<file path="src/hdl/tkcsc_pkg.sv">
// Package for the two-key clock setting controller.
// Holds the press phase, key and mode codes, register map and wrap and clamp helpers.
// No dependencies.
package tkcsc_pkg;

	// field limits of the running clock
	localparam logic [4:0] HOUR_MAX   = 5'd23;
	localparam logic [5:0] MINUTE_MAX = 6'd59;

	// register reset values
	localparam logic [7:0] DEBOUNCE_RESET   = 8'd5;
	localparam logic [9:0] LONG_PRESS_RESET = 10'd500;

	// register map, byte addresses
	localparam int unsigned ADDR_W = 3;
	localparam logic [ADDR_W-1:0] ADDR_DEBOUNCE   = 3'd0;
	localparam logic [ADDR_W-1:0] ADDR_LONG_PRESS = 3'd4;

	// stream widths
	localparam int unsigned IN_W  = 16;
	localparam int unsigned OUT_W = 16;

	// key press sequencer
	typedef enum logic [3:0] {
		PH_IDLE     = 4'b0001,
		PH_DEBOUNCE = 4'b0010,
		PH_HOLD     = 4'b0100,
		PH_RELEASE  = 4'b1000
	} phase_t;

	// key that was sampled after debounce
	typedef enum logic [1:0] {
		KEY_NONE  = 2'd0,
		KEY_MODE  = 2'd1,
		KEY_ENTER = 2'd2
	} key_t;

	// operating mode, as shown on the result stream
	typedef enum logic [1:0] {
		MODE_DISPLAY = 2'd0,
		MODE_SET     = 2'd1,
		MODE_ALT     = 2'd2
	} mode_t;

	// step up with wrap to zero past the top
	function automatic logic [5:0] wrap_up(input logic [5:0] v, input logic [5:0] top);
		logic [5:0] r;
		r = (v >= top) ? 6'd0 : v + 6'd1;
		return r;
	endfunction

	// step down with wrap to the top below zero
	function automatic logic [5:0] wrap_down(input logic [5:0] v, input logic [5:0] top);
		logic [5:0] r;
		r = (v == 6'd0 || v > top) ? top : v - 6'd1;
		return r;
	endfunction

	// clamp an out-of-range clock value to its top
	function automatic logic [5:0] clamp_top(input logic [5:0] v, input logic [5:0] top);
		logic [5:0] r;
		r = (v > top) ? top : v;
		return r;
	endfunction

endpackage

</file>
<file path="src/hdl/two_key_clock_setting_controller_unit.sv">
// Two-key clock setting controller: debounce, short/long press decode, edit of hour/minute.
// Top level with input register, press sequencer, edit registers and output register.
// Depends on tkcsc_pkg.
//
// channel   | dir | handshake               | payload
// ----------+-----+-------------------------+-------------------------------------------
// s_*       | in  | s_tvalid / s_tready     | s_tdata: key levels, clock hour and minute
// m_*       | out | m_tvalid / m_tready     | m_tdata: mode, edit values, field, flags
// apb       | in  | psel / penable / pready | debounce_ticks @0x0, long_press_ticks @0x4
//
// One request per cycle while the output side is not stalled; a result passes the input
// register, then the output register, the state update sitting between them.
// arst_n clears the sequencer, mode, field, edit values and both valid flags, and
// loads the timing registers with 5 and 500.
// A stall on m_tready backs up through the input register; s_tready drops only
// when both registers hold a request.
module two_key_clock_setting_controller_unit (
	input  logic                          clk,
	input  logic                          arst_n,
	// slave stream
	input  logic                          s_tvalid,
	output logic                          s_tready,
	// [0] key_mode_down, [1] key_enter_down, [6:2] clock_hour, [12:7] clock_minute
	input  logic [tkcsc_pkg::IN_W-1:0]    s_tdata,
	// master stream
	output logic                          m_tvalid,
	input  logic                          m_tready,
	// [1:0] mode, [6:2] edit_hour, [12:7] edit_minute, [13] edit_field,
	// [14] awaiting_release, [15] commit
	output logic [tkcsc_pkg::OUT_W-1:0]   m_tdata,
	// configuration port
	input  logic                          psel,
	input  logic                          penable,
	input  logic                          pwrite,
	input  logic [tkcsc_pkg::ADDR_W-1:0]  paddr,
	input  logic [31:0]                   pwdata,
	output logic [31:0]                   prdata,
	output logic                          pready
);

	// configuration registers
	logic [7:0] debounce_q;
	logic [9:0] long_press_q;
	logic       cfg_wr;

	// input register
	logic                       valid_s1;
	logic [tkcsc_pkg::IN_W-1:0] data_s1;
	logic                       advance;

	// block state
	tkcsc_pkg::phase_t phase_q, phase_n;
	tkcsc_pkg::key_t   key_q, key_n;
	tkcsc_pkg::mode_t  mode_q, mode_n;
	logic [9:0]        wait_q, wait_n;
	logic              field_q, field_n;
	logic [4:0]        hour_q, hour_n;
	logic [5:0]        minute_q, minute_n;
	logic              commit_n;

	// unpacked request fields
	logic       k1, k2, held;
	logic [4:0] ch;
	logic [5:0] cm;

	// output register
	logic                        valid_q;
	logic [tkcsc_pkg::OUT_W-1:0] result_q;

	// configuration write and read
	assign pready = 1'b1;
	assign cfg_wr = psel & penable & pwrite & pready;

	always_ff @(posedge clk or negedge arst_n) begin
		if (!arst_n) begin
			debounce_q   <= tkcsc_pkg::DEBOUNCE_RESET;
			long_press_q <= tkcsc_pkg::LONG_PRESS_RESET;
		end else if (cfg_wr) begin
			unique case (paddr)
				tkcsc_pkg::ADDR_DEBOUNCE:   debounce_q   <= pwdata[7:0];
				tkcsc_pkg::ADDR_LONG_PRESS: long_press_q <= pwdata[9:0];
				default: ;
			endcase
		end
	end

	always_comb begin
		unique case (paddr)
			tkcsc_pkg::ADDR_DEBOUNCE:   prdata = {24'd0, debounce_q};
			tkcsc_pkg::ADDR_LONG_PRESS: prdata = {22'd0, long_press_q};
			default:                    prdata = 32'd0;
		endcase
	end

	// pipeline handshake
	assign advance  = valid_s1 & (~valid_q | m_tready);
	assign s_tready = ~valid_s1 | advance;

	always_ff @(posedge clk or negedge arst_n) begin
		if (!arst_n) begin
			valid_s1 <= 1'b0;
		end else if (s_tready) begin
			valid_s1 <= s_tvalid;
		end
	end

	always_ff @(posedge clk) begin
		if (s_tready && s_tvalid) begin
			data_s1 <= s_tdata;
		end
	end

	// field unpack
	assign k1   = data_s1[0];
	assign k2   = data_s1[1];
	assign ch   = data_s1[6:2];
	assign cm   = data_s1[12:7];
	assign held = (key_q == tkcsc_pkg::KEY_MODE) ? k1 : k2;

	// tick update: clock tracking, then press sequencer and action
	always_comb begin
		phase_n  = phase_q;
		key_n    = key_q;
		mode_n   = mode_q;
		wait_n   = wait_q;
		field_n  = field_q;
		hour_n   = hour_q;
		minute_n = minute_q;
		commit_n = 1'b0;

		// edit values follow the clock in display mode
		if (mode_q == tkcsc_pkg::MODE_DISPLAY) begin
			hour_n   = 5'(tkcsc_pkg::clamp_top({1'b0, ch}, {1'b0, tkcsc_pkg::HOUR_MAX}));
			minute_n = tkcsc_pkg::clamp_top(cm, tkcsc_pkg::MINUTE_MAX);
		end

		unique case (phase_q)
			tkcsc_pkg::PH_IDLE: begin
				if (k1 || k2) begin
					phase_n = tkcsc_pkg::PH_DEBOUNCE;
					wait_n  = {2'd0, debounce_q};
				end
			end
			tkcsc_pkg::PH_DEBOUNCE: begin
				if (wait_q > 10'd1) begin
					wait_n = wait_q - 10'd1;
				end else if (k1 && !k2) begin
					key_n   = tkcsc_pkg::KEY_MODE;
					phase_n = tkcsc_pkg::PH_HOLD;
					wait_n  = long_press_q;
				end else if (k2 && !k1) begin
					key_n   = tkcsc_pkg::KEY_ENTER;
					phase_n = tkcsc_pkg::PH_HOLD;
					wait_n  = long_press_q;
				end else begin
					// both keys or none: skip to release wait
					key_n   = tkcsc_pkg::KEY_NONE;
					wait_n  = 10'd0;
					phase_n = tkcsc_pkg::PH_RELEASE;
				end
			end
			tkcsc_pkg::PH_HOLD: begin
				if (wait_q > 10'd1) begin
					wait_n = wait_q - 10'd1;
				end else begin
					key_n   = tkcsc_pkg::KEY_NONE;
					wait_n  = 10'd0;
					phase_n = tkcsc_pkg::PH_RELEASE;
					// judged press acts on mode, field and edit values
					if (key_q == tkcsc_pkg::KEY_MODE) begin
						if (held) begin
							if (mode_q == tkcsc_pkg::MODE_SET) begin
								mode_n   = tkcsc_pkg::MODE_DISPLAY;
								commit_n = 1'b1;
							end else begin
								mode_n = tkcsc_pkg::MODE_SET;
							end
						end else if (mode_q == tkcsc_pkg::MODE_SET) begin
							if (!field_q) begin
								hour_n = 5'(tkcsc_pkg::wrap_up({1'b0, hour_n},
									{1'b0, tkcsc_pkg::HOUR_MAX}));
							end else begin
								minute_n = tkcsc_pkg::wrap_up(minute_n, tkcsc_pkg::MINUTE_MAX);
							end
						end
					end else if (key_q == tkcsc_pkg::KEY_ENTER) begin
						if (held) begin
							if (mode_q == tkcsc_pkg::MODE_SET) begin
								field_n = ~field_q;
							end else if (mode_q == tkcsc_pkg::MODE_DISPLAY) begin
								mode_n = tkcsc_pkg::MODE_ALT;
							end else begin
								mode_n = tkcsc_pkg::MODE_DISPLAY;
							end
						end else if (mode_q == tkcsc_pkg::MODE_SET) begin
							if (!field_q) begin
								hour_n = 5'(tkcsc_pkg::wrap_down({1'b0, hour_n},
									{1'b0, tkcsc_pkg::HOUR_MAX}));
							end else begin
								minute_n = tkcsc_pkg::wrap_down(minute_n, tkcsc_pkg::MINUTE_MAX);
							end
						end
					end
				end
			end
			tkcsc_pkg::PH_RELEASE: begin
				if (!k1 && !k2) begin
					phase_n = tkcsc_pkg::PH_IDLE;
				end
			end
			default: begin
				phase_n = tkcsc_pkg::PH_IDLE;
			end
		endcase
	end

	// state registers
	always_ff @(posedge clk or negedge arst_n) begin
		if (!arst_n) begin
			phase_q  <= tkcsc_pkg::PH_IDLE;
			key_q    <= tkcsc_pkg::KEY_NONE;
			mode_q   <= tkcsc_pkg::MODE_DISPLAY;
			wait_q   <= 10'd0;
			field_q  <= 1'b0;
			hour_q   <= 5'd0;
			minute_q <= 6'd0;
		end else if (advance) begin
			phase_q  <= phase_n;
			key_q    <= key_n;
			mode_q   <= mode_n;
			wait_q   <= wait_n;
			field_q  <= field_n;
			hour_q   <= hour_n;
			minute_q <= minute_n;
		end
	end

	// output register
	always_ff @(posedge clk or negedge arst_n) begin
		if (!arst_n) begin
			valid_q <= 1'b0;
		end else if (advance) begin
			valid_q <= 1'b1;
		end else if (m_tready) begin
			valid_q <= 1'b0;
		end
	end

	always_ff @(posedge clk) begin
		if (advance) begin
			result_q <= {commit_n, phase_n == tkcsc_pkg::PH_RELEASE, field_n,
				minute_n, hour_n, mode_n};
		end
	end

	assign m_tvalid = valid_q;
	assign m_tdata  = result_q;

	// checks
	a_commit_leaves_set: assert property (@(posedge clk) disable iff (!arst_n)
		m_tvalid && m_tdata[15] |-> m_tdata[1:0] == tkcsc_pkg::MODE_DISPLAY)
		else $error("commit shown outside display mode");

	a_release_flag: assert property (@(posedge clk) disable iff (!arst_n)
		advance |=> m_tdata[14] == (phase_q == tkcsc_pkg::PH_RELEASE))
		else $error("awaiting_release does not match sequencer");

	a_idle_no_key: assert property (@(posedge clk) disable iff (!arst_n)
		phase_q == tkcsc_pkg::PH_IDLE |-> key_q == tkcsc_pkg::KEY_NONE)
		else $error("key latched while idle");

	a_hour_range: assert property (@(posedge clk) disable iff (!arst_n)
		m_tvalid |-> m_tdata[6:2] <= tkcsc_pkg::HOUR_MAX && m_tdata[12:7] <= tkcsc_pkg::MINUTE_MAX)
		else $error("edit value out of range");

	a_ready_when_drained: assert property (@(posedge clk) disable iff (!arst_n)
		!m_tvalid |-> s_tready)
		else $error("input stalled with empty output register");

endmodule

</file>
<file path="config.mk">
export PLATFORM = sky130hd
export DESIGN_NAME = two_key_clock_setting_controller_unit
export DESIGN_NICKNAME = d
export VERILOG_FILES = /design/src/hdl/tkcsc_pkg.sv /design/src/hdl/two_key_clock_setting_controller_unit.sv
export SDC_FILE = /design/constraint.sdc
export NUM_CORES = 1
export LEC_CHECK = 0
export ABC_AREA = 1
export BUFFER_PORTS_ARGS = -buffer_cell sky130_fd_sc_hd__clkbuf_2
export CAP_MARGIN = 30
export CORE_UTILIZATION = 50
export DETAILED_ROUTE_END_ITERATION = 10
export GPL_TIMING_DRIVEN = 0
export PLACE_DENSITY = 0.75
export SYNTH_ARGS = -nofsm -noshare
export SYNTH_HDL_FRONTEND = slang
export SYNTH_SLANG_ARGS = --single-unit
</file>
<file path="constraint.sdc">
create_clock -name clk -period 5.27 [get_ports clk]
set_input_delay 1.054 -clock clk [delete_from_list [all_inputs] [get_ports clk]]
set_output_delay 1.054 -clock clk [all_outputs]
set_load 0.03 [all_outputs]
</file>
Yosys cells after proc, flatten, opt, wreduce, memory -nomap -nowiden --
Index checks and enable logic that the tools add are counted.
Cells by class: add/subtract/negate cells 5, order comparisons 7, eq/ne operators 12, multiplexer cells 66, bitwise logic cells 11, reductions and logical operators 21
Operators with widths (number):
- 2-to-1 mux 6 bit | 14
- 2-to-1 mux 5 bit | 14
- 2-to-1 mux 10 bit | 5
- case mux 10 bit (3 select lines) | 1
- 2-to-1 mux 2 bit | 12
- 2-to-1 mux 4 bit | 6
- case mux 10 bit (2 select lines) | 1
- case mux 4 bit (4 select lines) | 1
- > comparator 6 bit, second input constant | 2
- 2-to-1 mux 1 bit | 11
- > comparator 10 x 1 -> 1 bit, second input constant | 1
- > comparator 5 bit, second input constant | 2
- subtractor 10 x 1 -> 10 bit, second input constant | 1
- == test 4 bit, second input constant | 2
- adder 6 x 1 -> 6 bit, second input constant | 1
- >= comparator 6 bit, second input constant | 1
- zero test 6 bit | 1
- != test 2 bit, second input constant | 3
- NOT 1 bit | 6
- subtractor 6 x 1 -> 6 bit, second input constant | 1
- adder 5 x 1 -> 5 bit, second input constant | 1
- >= comparator 5 bit, second input constant | 1
- zero test 5 bit | 1
- subtractor 5 x 1 -> 5 bit, second input constant | 1
- 20 further kinds | 32
Storage, ports and cells: register bits 79, bits of input ports 58, output and inout bits 51, word-level logic and storage cells 136

Longest topological paths before layout --
Gate-level depths: netlist of the first run.
depth after elaboration 13, gate-level depth with buffers 16, depth with buffers taken out 16

Least setup slack after synthesis of the first run --
OpenSTA, ideal clock, no wires.
path kind input port to output port, from input port paddr[1] in the netlist's numbering, to output port prdata[0], data arrival time 1.947 ns, data required time 4.216 ns, setup slack 2.269 ns, cell stages on the path 4, path buffers 1, path through nor2_1 -> nand2_1 -> clkbuf_1 -> o22ai_1
Between the ends: cells in the longest elaborated chain, start to end 2, elaborated cells between the ends (all ways) 3, those cells by class 1 x eq/ne; 1 x mux; 1 x reduce/logical
RTL lines:
- start: declaration | RTL line two_key_clock_setting_controller_unit.sv:35 | input logic [tkcsc_pkg::ADDR_W-1:0] paddr,
- == test 3 bit or zero test 3 bit (tied branches) | RTL line two_key_clock_setting_controller_unit.sv:88 | unique case (paddr)
- case mux 10 bit (2 select lines) (*) | RTL line two_key_clock_setting_controller_unit.sv:88
- end: declaration | RTL line two_key_clock_setting_controller_unit.sv:37 | output logic [31:0] prdata,
Every way passes the cells marked *; elsewhere a longest branch is shown, timed or not.

Worst setup path after layout of the first run --
Same ends and word-level chain as after synthesis.

==> results of run 1 <==
## state kept, by name, indices dropped and copies added (netlist names), 2 cells and up
| name | count |
|---|---|
| data_s1 | 13 |
| debounce_q | 8 |
| long_press_q | 10 |
| wait_q | 10 |
| mode_q | 2 |
| minute_q | 6 |
| m_tdata | 16 |
| phase_q | 4 |
| key_q | 2 |
| hour_q | 5 |
## metal layers
layer  share of wire  up-vias
met5               0        -
met4           0.032        0
met3           0.057       29
met2            0.48      162
met1            0.43     2036
li1                -     2218
## layout make-up
cell class              instances  area (µm²)  area share
plain buffers                  35         234      0.0408
clock inverters                 6        60.1      0.0105
inverters                      88         332      0.0578
repair buffers                 61         328      0.0571
flip-flops and latches         79        2130       0.372
clock buffers                  10         128      0.0222
multi-input cells             448        2360       0.411
well taps                     133         166      0.0290
## metrics by stage
| step | util | hold slack [ps] | cells |
|---|---|---|---|
| after CTS | 0.590 | 493 | 860 |
| after global routing | 0.590 | 511 | 860 |
| after global placement | 0.568 | 463 | 843 |
| final | 0.590 | 488 | 860 |
| after detailed placement | 0.570 | 473 | 844 |
| after floorplan | - | 449 | 650 |
## placed cells by master, fill, tap and decap left out, drive strengths merged, types with 2 or more instances in the layout
cell,synthesis,routed
nand2,168,168
nand4,10,10
dfrtp,41,41
clkbuf,6,76
o22ai,11,11
buf,29,30
a21oi,21,21
conb,2,23
o221ai,4,4
nand3,52,52
a31oi,2,2
clkinv,1,4
dfstp,9,9
a21boi,5,5
a221oi,2,2
inv,87,88
and2,2,2
o211ai,5,5
nor2,60,60
xor2,3,3
nand3b,2,2
a2bb2oi,2,2
ha,11,11
o21ai,53,53
nor3,5,5
edfxtp,29,29
## power breakdown
group	leakage, nW	internal, mW	total (mW)	switching, mW
clock	0.0941	0.217	0.443	0.226
combinational	1.85	0.407	1.28	0.871
sequential	0.872	0.845	0.943	0.0983
## how the worst max path moves through the flow
stage | depth (start not counted) | endpoint | slack, ps
CTS | 6 | prdata[0] | 2190
detailed placement | 6 | prdata[0] | 2200
global route | 6 | prdata[0] | 2050
floorplan | 4 | prdata[0] | 2270
finish | 6 | prdata[0] | 2170
global placement | 6 | prdata[0] | 2220
## cell families (layout without fill, tap and decap cells)
group                      count (synthesis)  count (layout)  synth area share
buffers and inverters                    123             200             0.114
other                                      2              23           0.00151
adders and majority gates                 11              11            0.0277
AOI/OAI and AO/OA                        110             110             0.141
DFF                                       79              79             0.429
and+or+nand+nor                          301             301             0.283
xor gates and xnor gates                   3               3           0.00528
## worst register-to-register path, cell delays in order, from the launching register on
cell and delay [ps]:
dfrtp_1 430, nor2_4 270, buf_6 210, or2_4 140
nand2_4 90, inv_1 130, ha_1 210, inv_1 60
nand2_2 80, nand3_2 130, o21ai_1 120, nand2_1 60
o21ai_0 120, nand3_1 130, nand2_1 90, inv_1 50
==> impl_metrics.py, run 1 <==
metrics = {
    "final_layout": {
        "fillerInstances": 933,
        "drive_gt1_frac": 0.235,
        "design_area_um2": 5740,
        "synthToLayoutAreaGrowth_pct": 15.3,
        "nets": 791,
        "antennaDiodeCount": 0,
    },
    "die": {
        "ios": 109,
        "die_h_um": 102,
        "coreArea_um2": 9730,
        "die-area_um2": 10400,
        "num_rows": 36,
        "floorplan.initialDensity": 0.512,
        "fp.dieW_um": 102,
    },
    "detailed_routing": {
        "drt-initial-drc-count": 193,
        "routed_wl_um": 11800,
        "wl_per_cell_um": 13.8,
        "via_count": 4445,
        "ant_nets": 0,
        "dr.pass1.iters": 5,
        "avgViaCountPerCell": 5.17,
        "drc": 0,
    },
    "yosys": {
        "yosysUniqueCellTypes": 49,
        "ys_top_cells_by_count": "nand2_1, inv_1, nand3_1",
        "seq_area_frac_synth": 0.429,
        "yosysTopAreaCell": "dfrtp_1",
        "yosysTopAreaCellShare": 0.206,
        "ys_async_sr_fraction": 0.633,
        "synth_warnings": 0,
        "syn-cell-area_um2": 4980,
        "netlist_top_cells_area": "dfrtp_1, edfxtp_1, nand2_1",
        "synth_edf_count": 29,
        "ys.flop_type": "dfrtp_1",
        "postSynthAreaPerCell_um2": 7.91,
        "ys_seq_elements": 79,
        "post_synth_inst_count": 629,
        "yosysMostFrequentCell": "nand2_1",
    },
    "global_route": {
        "grt_first_pass_wirelength_um": 19400,
        "grt_util_met3": 0.0421,
        "antenna_found_initial": 0,
        "grt_pass1_vias": 4114,
        "grt_use_met1": 0.299,
        "busiest_layer": "met2",
        "grt_use_met2": 0.422,
        "track_usage": 0.248,
        "overflow": 0,
        "grt_start_max_net_pins": 31,
    },
    "pwr": {
        "power.density_nw_per_um2": 464,
        "ir_drop_mv": 0.185,
        "finalPower_mw": 2.66,
        "p_leak_nw": 2.81,
    },
    "critical_path": {
        "cp_num_buf_inv": 3,
        "cp_slowest_cell": "clkbuf_2",
        "cp-start-kind": "input pin",
        "crit_chain": "clkbuf_2 -> nor2_1 -> nand2_1 -> clkbuf_1 -> o22ai_1 -> clkbuf_2",
        "r2r_end": "m_tdata[11]$_DFFE_PP_",
        "required_ps": 4220,
        "regToRegStartpoint": "mode_q[0]$_DFFE_PN0P_",
        "crit_start": "paddr[1]",
        "cp.arrival_ps": 2050,
        "path_delay_family": "buffers and inverters",
        "crit_top_cell": "clkbuf_2",
        "slowest_delay_ps": 250,
        "endpoint_kind": "primary output",
        "crit_type": "input pin to primary output",
        "cp_max_fo": 10,
        "reg2reg_depth": 15,
        "r2r_setup_slack_ps": 2710,
    },
    "placed_design": {
        "gp_congestion": 0.948,
        "dp_hpwl_um": 9250,
        "dp_slack_ps": 2200,
        "io_buffers": 60,
        "placed_cell_area_um2": 5550,
    },
    "timing": {
        "finalHoldViolations": 0,
        "rsz0062_at_grt": "false",
        "min_period_over_period": 0.589,
        "final_max_slew_viol_count": 0,
        "period_needed_ps": 3100,
        "setup_tns_ps": 0,
        "fmax_ghz": 0.322,
        "setup_violations": 0,
        "worst_slew_pin_slew_ps": 795,
        "fin_skew_ps": 11.1,
        "slew_headroom": 0.470,
        "timing.final.ws_setup_ps": 2170,
    },
    "clocking": {
        "postCtsHoldBufs": 0,
        "cts_num_sinks": 79,
        "cts-resized-gates": 0,
        "cts_tree": "done",
        "cts_max_level": 3,
        "ctsLongestPathBuffers": 2,
        "post_cts_buffers": 0,
        "numCtsBuffers": 9,
        "path_clk_slew_ps": 80,
        "cts-root-buf": "clkbuf_8",
        "clk_latency_ps": 360,
    },
    "worst_hold_path": {
        "hp-start": "hour_q[2]$_DFFE_PN0P_",
        "min_path_type": "flop to flop",
        "hold_depth": 2,
        "min_to": "hour_q[2]$_DFFE_PN0P_",
    },
    "run": {
        "maxCapViolations": 0,
    },
    "run_status": {
        "status": "complete, no violations",
    },
}
Power figures use the tool's default switching activity.
==> run 2: changes to the inputs <==
PLACE_DENSITY = 0.78   (was 0.75)
clock period = 2.5 ns   (was 5.27 ns; I/O delays follow)
==> impl_metrics.py, run 2 (synthesis results as in run 1) <==
metrics = {
    "final_layout": {
        "design_area_um2": 5780,
        "regMostFlops": "m_tdata",
        "layout_commonest_cell": "nand2_1",
        "antennaDiodeCount": 0,
        "drive_gt1_frac": 0.247,
        "synthToLayoutAreaGrowth_pct": 16.2,
        "reg.largest.list": "m_tdata: 16 flops, data_s1: 13 flops",
        "nets": 794,
        "largest_register_ffs": 16,
        "final_cell_mix": "nand2_1, inv_1, clkbuf_2",
    },
    "die": {
        "ios": 109,
        "die_h_um": 102,
        "floorplan.initialDensity": 0.512,
        "die-area_um2": 10400,
        "fp.dieW_um": 102,
        "coreArea_um2": 9730,
        "num_rows": 36,
    },
    "global_route": {
        "grt_first_pass_wirelength_um": 19400,
        "grt_pass1_vias": 4186,
        "overflow": 0,
        "antenna_found_initial": 0,
        "grt_start_max_net_pins": 32,
        "track_usage": 0.245,
    },
    "timing": {
        "fmax_ghz": 0.428,
        "period_needed_ps": 2330,
        "min_period_over_period": 0.934,
        "setup_tns_ps": 0,
        "rsz0062_at_grt": "false",
        "setup_violations": 0,
        "finalHoldViolations": 0,
        "final_max_slew_viol_count": 0,
        "slew_headroom": 0.622,
        "fin_skew_ps": 12.2,
        "worst_slew_pin_slew_ps": 567,
    },
    "pwr": {
        "ir_drop_mv": 0.378,
        "p_leak_nw": 2.84,
        "power.density_nw_per_um2": 986,
    },
    "clocking": {
        "cts-root-buf": "clkbuf_8",
        "numCtsBuffers": 9,
        "cts_max_level": 3,
        "clk_latency_ps": 350,
        "ctsLongestPathBuffers": 2,
        "cts_num_sinks": 79,
        "postCtsHoldBufs": 0,
        "path_clk_slew_ps": 80,
        "cts_tree": "done",
    },
    "critical_path": {
        "cp_slowest_cell": "dfrtp_1",
        "cp.arrival_ps": 2440,
        "r2r_end": "m_tdata[5]$_DFFE_PP_",
        "crit_top_cell": "nand3_1",
        "required_ps": 2610,
        "regToRegStartpoint": "mode_q[0]$_DFFE_PN0P_",
        "cp_max_fo": 6,
        "r2r_setup_slack_ps": 170,
        "cp-start-kind": "flop",
        "slowest_delay_ps": 440,
        "reg2reg_depth": 13,
        "endpoint_kind": "flop",
        "crit_type": "flop to flop",
        "crit_chain": "nor2_4 -> buf_4 -> nand2_1 -> nor2_2 -> nor2_4 -> inv_1 -> ha_1 -> nand4_1 -> nand3_2 -> nand3_1 -> nand3_1 -> nand3_1 -> and2_1",
    },
    "detailed_routing": {
        "via_count": 4484,
        "dr.pass1.iters": 5,
        "routed_wl_um": 11700,
        "avgViaCountPerCell": 5.20,
        "wl_per_cell_um": 13.6,
        "drt-initial-drc-count": 253,
        "drc": 0,
        "ant_nets": 0,
    },
    "placed_design": {
        "placed_cell_area_um2": 5540,
        "gp_congestion": 0.986,
        "dp_hpwl_um": 8980,
        "io_buffers": 60,
    },
    "run_status": {
        "status": "complete, no violations",
    },
    "run": {
        "maxCapViolations": 0,
    },
    "worst_hold_path": {
        "min_path_type": "input pin to async pin",
    },
}
## run 2: changes by cell type in the layout (fill, tap and decap cells not counted), sizes merged
cell      change
clkinv        -1
clkinvlp      -1
buf           +3
clkbuf        +2
## run 2: layout make-up
cell class              instances  area [µm²]
fillers                       880        3950
multi-input cells             448        2380
flip-flops and latches         79        2130
repair buffers                 64         343
inverters                      88         332
plain buffers                  35         238
well taps                     133         166
clock buffers                  12         145
clock inverters                 4        46.3
## run 2: what timing repair did
action / 4_1_cts / 5_1_grt
pin swaps: 1 / 1
gates cloned: 0 / 0
resized for setup: 0 / 9
endpoints found under the setup margin: 1 / 8
buffers inserted: 3 / 0
## run 2: power by group
part | internal, mW | total [mW] | switching, mW
sequential | 1.78 | 1.99 | 0.208
clock | 0.487 | 0.941 | 0.454
combinational | 0.900 | 2.77 | 1.87
total | 3.17 | 5.70 | 2.53
## run 2: worst max path at each step
stage	slack (ps)	start	endpoint	cells after the start
finish	170	mode_q[0]$_DFFE_PN0P_	m_tdata[5]$_DFFE_PP_	13
CTS	110	mode_q[1]$_DFFE_PN0P_	m_tdata[11]$_DFFE_PP_	15
global placement	70	mode_q[0]$_DFFE_PN0P_	m_tdata[11]$_DFFE_PP_	15
floorplan	420	mode_q[0]$_DFFE_PN0P_	m_tdata[11]$_DFFE_PP_	15
global route	9	mode_q[0]$_DFFE_PN0P_	m_tdata[5]$_DFFE_PP_	13
detailed placement	20	mode_q[0]$_DFFE_PN0P_	m_tdata[11]$_DFFE_PP_	15
## run 2: stage by stage
step | hold slack (ps) | setup slack, ps | total power, mW | util | std cells
6_report | 130 | 166 | 5.70 | 0.594 | 863
2_1_floorplan | 204 | 419 | 4.04 | - | 650
5_1_grt | 149 | 9.46 | 6.13 | 0.594 | 863
3_5_place_dp | 467 | 21.5 | 4.67 | 0.570 | 844
4_1_cts | 128 | 106 | 5.64 | 0.592 | 863
3_3_place_gp | 463 | 72.7 | 4.60 | 0.568 | 843
## run 2: per-layer routing
| layer | track usage | vias to the layer above | part of all wire |
|---|---|---|---|
| met5 | 0 | - | 0 |
| met4 | 0.119 | 0 | 0.027 |
| met3 | 0.0414 | 29 | 0.057 |
| met2 | 0.404 | 185 | 0.47 |
| met1 | 0.312 | 2054 | 0.45 |
| li1 | - | 2216 | - |
## run 2: worst max-delay path, delay by kind of cell (launching register included)
kind | cells | cell delay [ps]
simple gates | 10 | 1220
flops | 1 | 440
buf+inv | 2 | 260
fa+ha+maj | 1 | 180
==> run 3: changes to the inputs <==
--- a/config.mk
+++ b/config.mk
@@ -10,6 +10,6 @@
 export CAP_MARGIN = 30
-export CORE_UTILIZATION = 50
+export CORE_UTILIZATION = 45
 export DETAILED_ROUTE_END_ITERATION = 10
 export GPL_TIMING_DRIVEN = 0
-export PLACE_DENSITY = 0.78
+export PLACE_DENSITY = 0.72
 export SYNTH_ARGS = -nofsm -noshare
==> constraint.sdc (replaced) <==
create_clock -name clk -period 2.5 [get_ports clk]
set_input_delay 0.125 -clock clk [delete_from_list [all_inputs] [get_ports clk]]
set_output_delay 0.125 -clock clk [all_outputs]
set_load 0.03 [all_outputs]
==> impl_metrics.py, run 3 (synthesis results as in run 1) <==
metrics = {
    "run_status": {
        "status": "complete, no violations",
    },
    "timing": {
        "fmax_ghz": 0.416,
        "setup_violations": 0,
        "timing.hold.ws_ps": 46.7,
        "fin_skew_ps": 12.5,
        "setup_tns_ps": 0,
        "period_needed_ps": 2400,
        "rsz0062_at_grt": "true",
        "min_period_over_period": 0.961,
        "finalHoldViolations": 0,
        "final_max_slew_viol_count": 0,
        "slew_headroom": 0.582,
        "worst_slew_pin_slew_ps": 627,
    },
    "final_layout": {
        "nets": 820,
        "final_cell_mix": "nand2_1, inv_1, clkbuf_2",
        "fillerInstances": 991,
        "regMostFlops": "m_tdata",
        "reg.largest.list": "m_tdata: 16 flops, data_s1: 13 flops",
        "largest_register_ffs": 16,
        "drive_gt1_frac": 0.234,
        "synthToLayoutAreaGrowth_pct": 21.1,
        "antennaDiodeCount": 0,
        "utilization": 0.558,
        "layout_commonest_cell": "nand2_1",
    },
    "detailed_routing": {
        "ant_nets": 0,
        "via_count": 4595,
        "avgViaCountPerCell": 5.13,
        "drc": 0,
        "drt-initial-drc-count": 301,
        "routed_wl_um": 12700,
        "wl_per_cell_um": 14.2,
        "dr.pass1.iters": 5,
    },
    "critical_path": {
        "slowest_delay_ps": 450,
        "cp-start-kind": "flop",
        "cp_max_fo": 10,
        "crit_chain": "nor2_4 -> buf_8 -> or2_4 -> nand2_4 -> inv_2 -> ha_2 -> inv_1 -> nand2_2 -> nand3_2 -> o21ai_1 -> nand2_1 -> o21ai_0 -> nand3_1 -> nand2_1 -> inv_1",
        "r2r_end": "m_tdata[11]$_DFFE_PP_",
        "cp.arrival_ps": 2530,
        "reg2reg_depth": 15,
        "cp_slowest_cell": "dfrtp_2",
        "regToRegStartpoint": "mode_q[1]$_DFFE_PN0P_",
        "required_ps": 2620,
        "r2r_setup_slack_ps": 100,
        "crit_type": "flop to flop",
        "endpoint_kind": "flop",
    },
    "global_route": {
        "grt_use_met1": 0.275,
        "busiest_layer": "met2",
        "overflow": 0,
        "grt_start_max_net_pins": 35,
        "track_usage": 0.239,
        "grt_first_pass_wirelength_um": 21200,
        "grt_pass1_vias": 4607,
        "grt_use_met2": 0.423,
        "grt_util_met3": 0.0480,
        "antenna_found_initial": 0,
    },
    "worst_hold_path": {
        "min_to": "m_tvalid$_DFFE_PN0P_",
        "hp-start": "m_tready",
        "hold_depth": 4,
        "min_path_type": "input pin to flop",
    },
    "clocking": {
        "clk_latency_ps": 370,
        "cts_tree": "done",
        "numCtsBuffers": 9,
        "ctsLongestPathBuffers": 2,
        "cts_num_sinks": 79,
        "cts-root-buf": "clkbuf_8",
        "cts_max_level": 3,
        "path_clk_slew_ps": 80,
    },
    "pwr": {
        "switchingPower_mw": 2.57,
        "ir_drop_mv": 0.356,
        "finalPower_mw": 5.73,
        "swShare": 0.449,
        "power.density_nw_per_um2": 950,
        "p_comb_frac": 0.490,
        "clockPowerShare": 0.161,
        "pwr-share-seq": 0.349,
        "p_leak_nw": 2.93,
        "internal_power_mw": 3.16,
    },
    "run": {
        "maxCapViolations": 0,
    },
    "placed_design": {
        "dp_hpwl_um": 9410,
        "io_buffers": 60,
        "gp_congestion": 0.927,
    },
    "die": {
        "floorplan.initialDensity": 0.461,
        "die-area_um2": 11500,
        "num_rows": 38,
        "die_h_um": 107,
        "fp.dieW_um": 107,
        "ios": 109,
        "coreArea_um2": 10800,
    },
}
[run 3: how the worst max path moves through the flow]
stage / startpoint / endpoint
2_1_floorplan: mode_q[0]$_DFFE_PN0P_ / m_tdata[11]$_DFFE_PP_
3_3_place_gp: mode_q[0]$_DFFE_PN0P_ / m_tdata[11]$_DFFE_PP_
3_5_place_dp: mode_q[0]$_DFFE_PN0P_ / m_tdata[11]$_DFFE_PP_
4_1_cts: mode_q[1]$_DFFE_PN0P_ / m_tdata[11]$_DFFE_PP_
5_1_grt: mode_q[0]$_DFFE_PN0P_ / m_tdata[11]$_DFFE_PP_
6_report: mode_q[1]$_DFFE_PN0P_ / m_tdata[11]$_DFFE_PP_
[run 3: stage by stage]
step / setup WS [ps] / instance area (µm²) / std cells
after global placement: 38.8 / 5530 / 850
after floorplan: 419 / 5060 / 650
final: 97.6 / 6030 / 896
after global routing: -23.5 / 6030 / 896
after CTS: 66.5 / 6000 / 895
after detailed placement: -8.91 / 5550 / 851
[run 3: final cells by class]
type	instances	area [µm²]	share of cell area
buffer	35	238	0.0395
clock buffer	10	128	0.0212
clock inverter	6	51.3	0.00851
inverter	88	332	0.0550
multi-input combinational	448	2370	0.393
sequential	79	2130	0.354
tap	140	175	0.0291
timing repair buffer	90	601	0.0997
[run 3: critical path: cells and delay by family, from the launching register on]
family          cells  cell delay, ps
simple gates        8             900
flops               1             450
buf+inv             4             370
compound gates      2             210
fa+ha+maj           1             200
[run 3: metal layers]
| layer | routed length [µm] | up-vias |
|---|---|---|
| met5 | 0 | - |
| met4 | 385 | 0 |
| met1 | 5280 | 2137 |
| li1 | - | 2268 |
| met3 | 690 | 33 |
| met2 | 6360 | 157 |
[run 3: what timing repair did]
item                                    in CTS  in global routing
hold endpoints to repair                    43                  0
pin swaps                                    1                  0
hold buffers                                25                  0
gates cloned                                 0                  0
resized for setup                            0                  6
buffers inserted                             3                  1
endpoints found under the setup margin       1                  7
[run 3: power by group through the flow]
stage | clock [mW] | sequential [mW] | combinational (mW)
3_5_place_dp | 0 | 2.02 | 2.68
4_1_cts | 0.941 | 1.99 | 2.76
5_1_grt | 0.981 | 2.04 | 3.11
2_1_floorplan | 0 | 2.13 | 1.92
3_3_place_gp | 0 | 2.00 | 2.62
6_report | 0.921 | 2.00 | 2.81
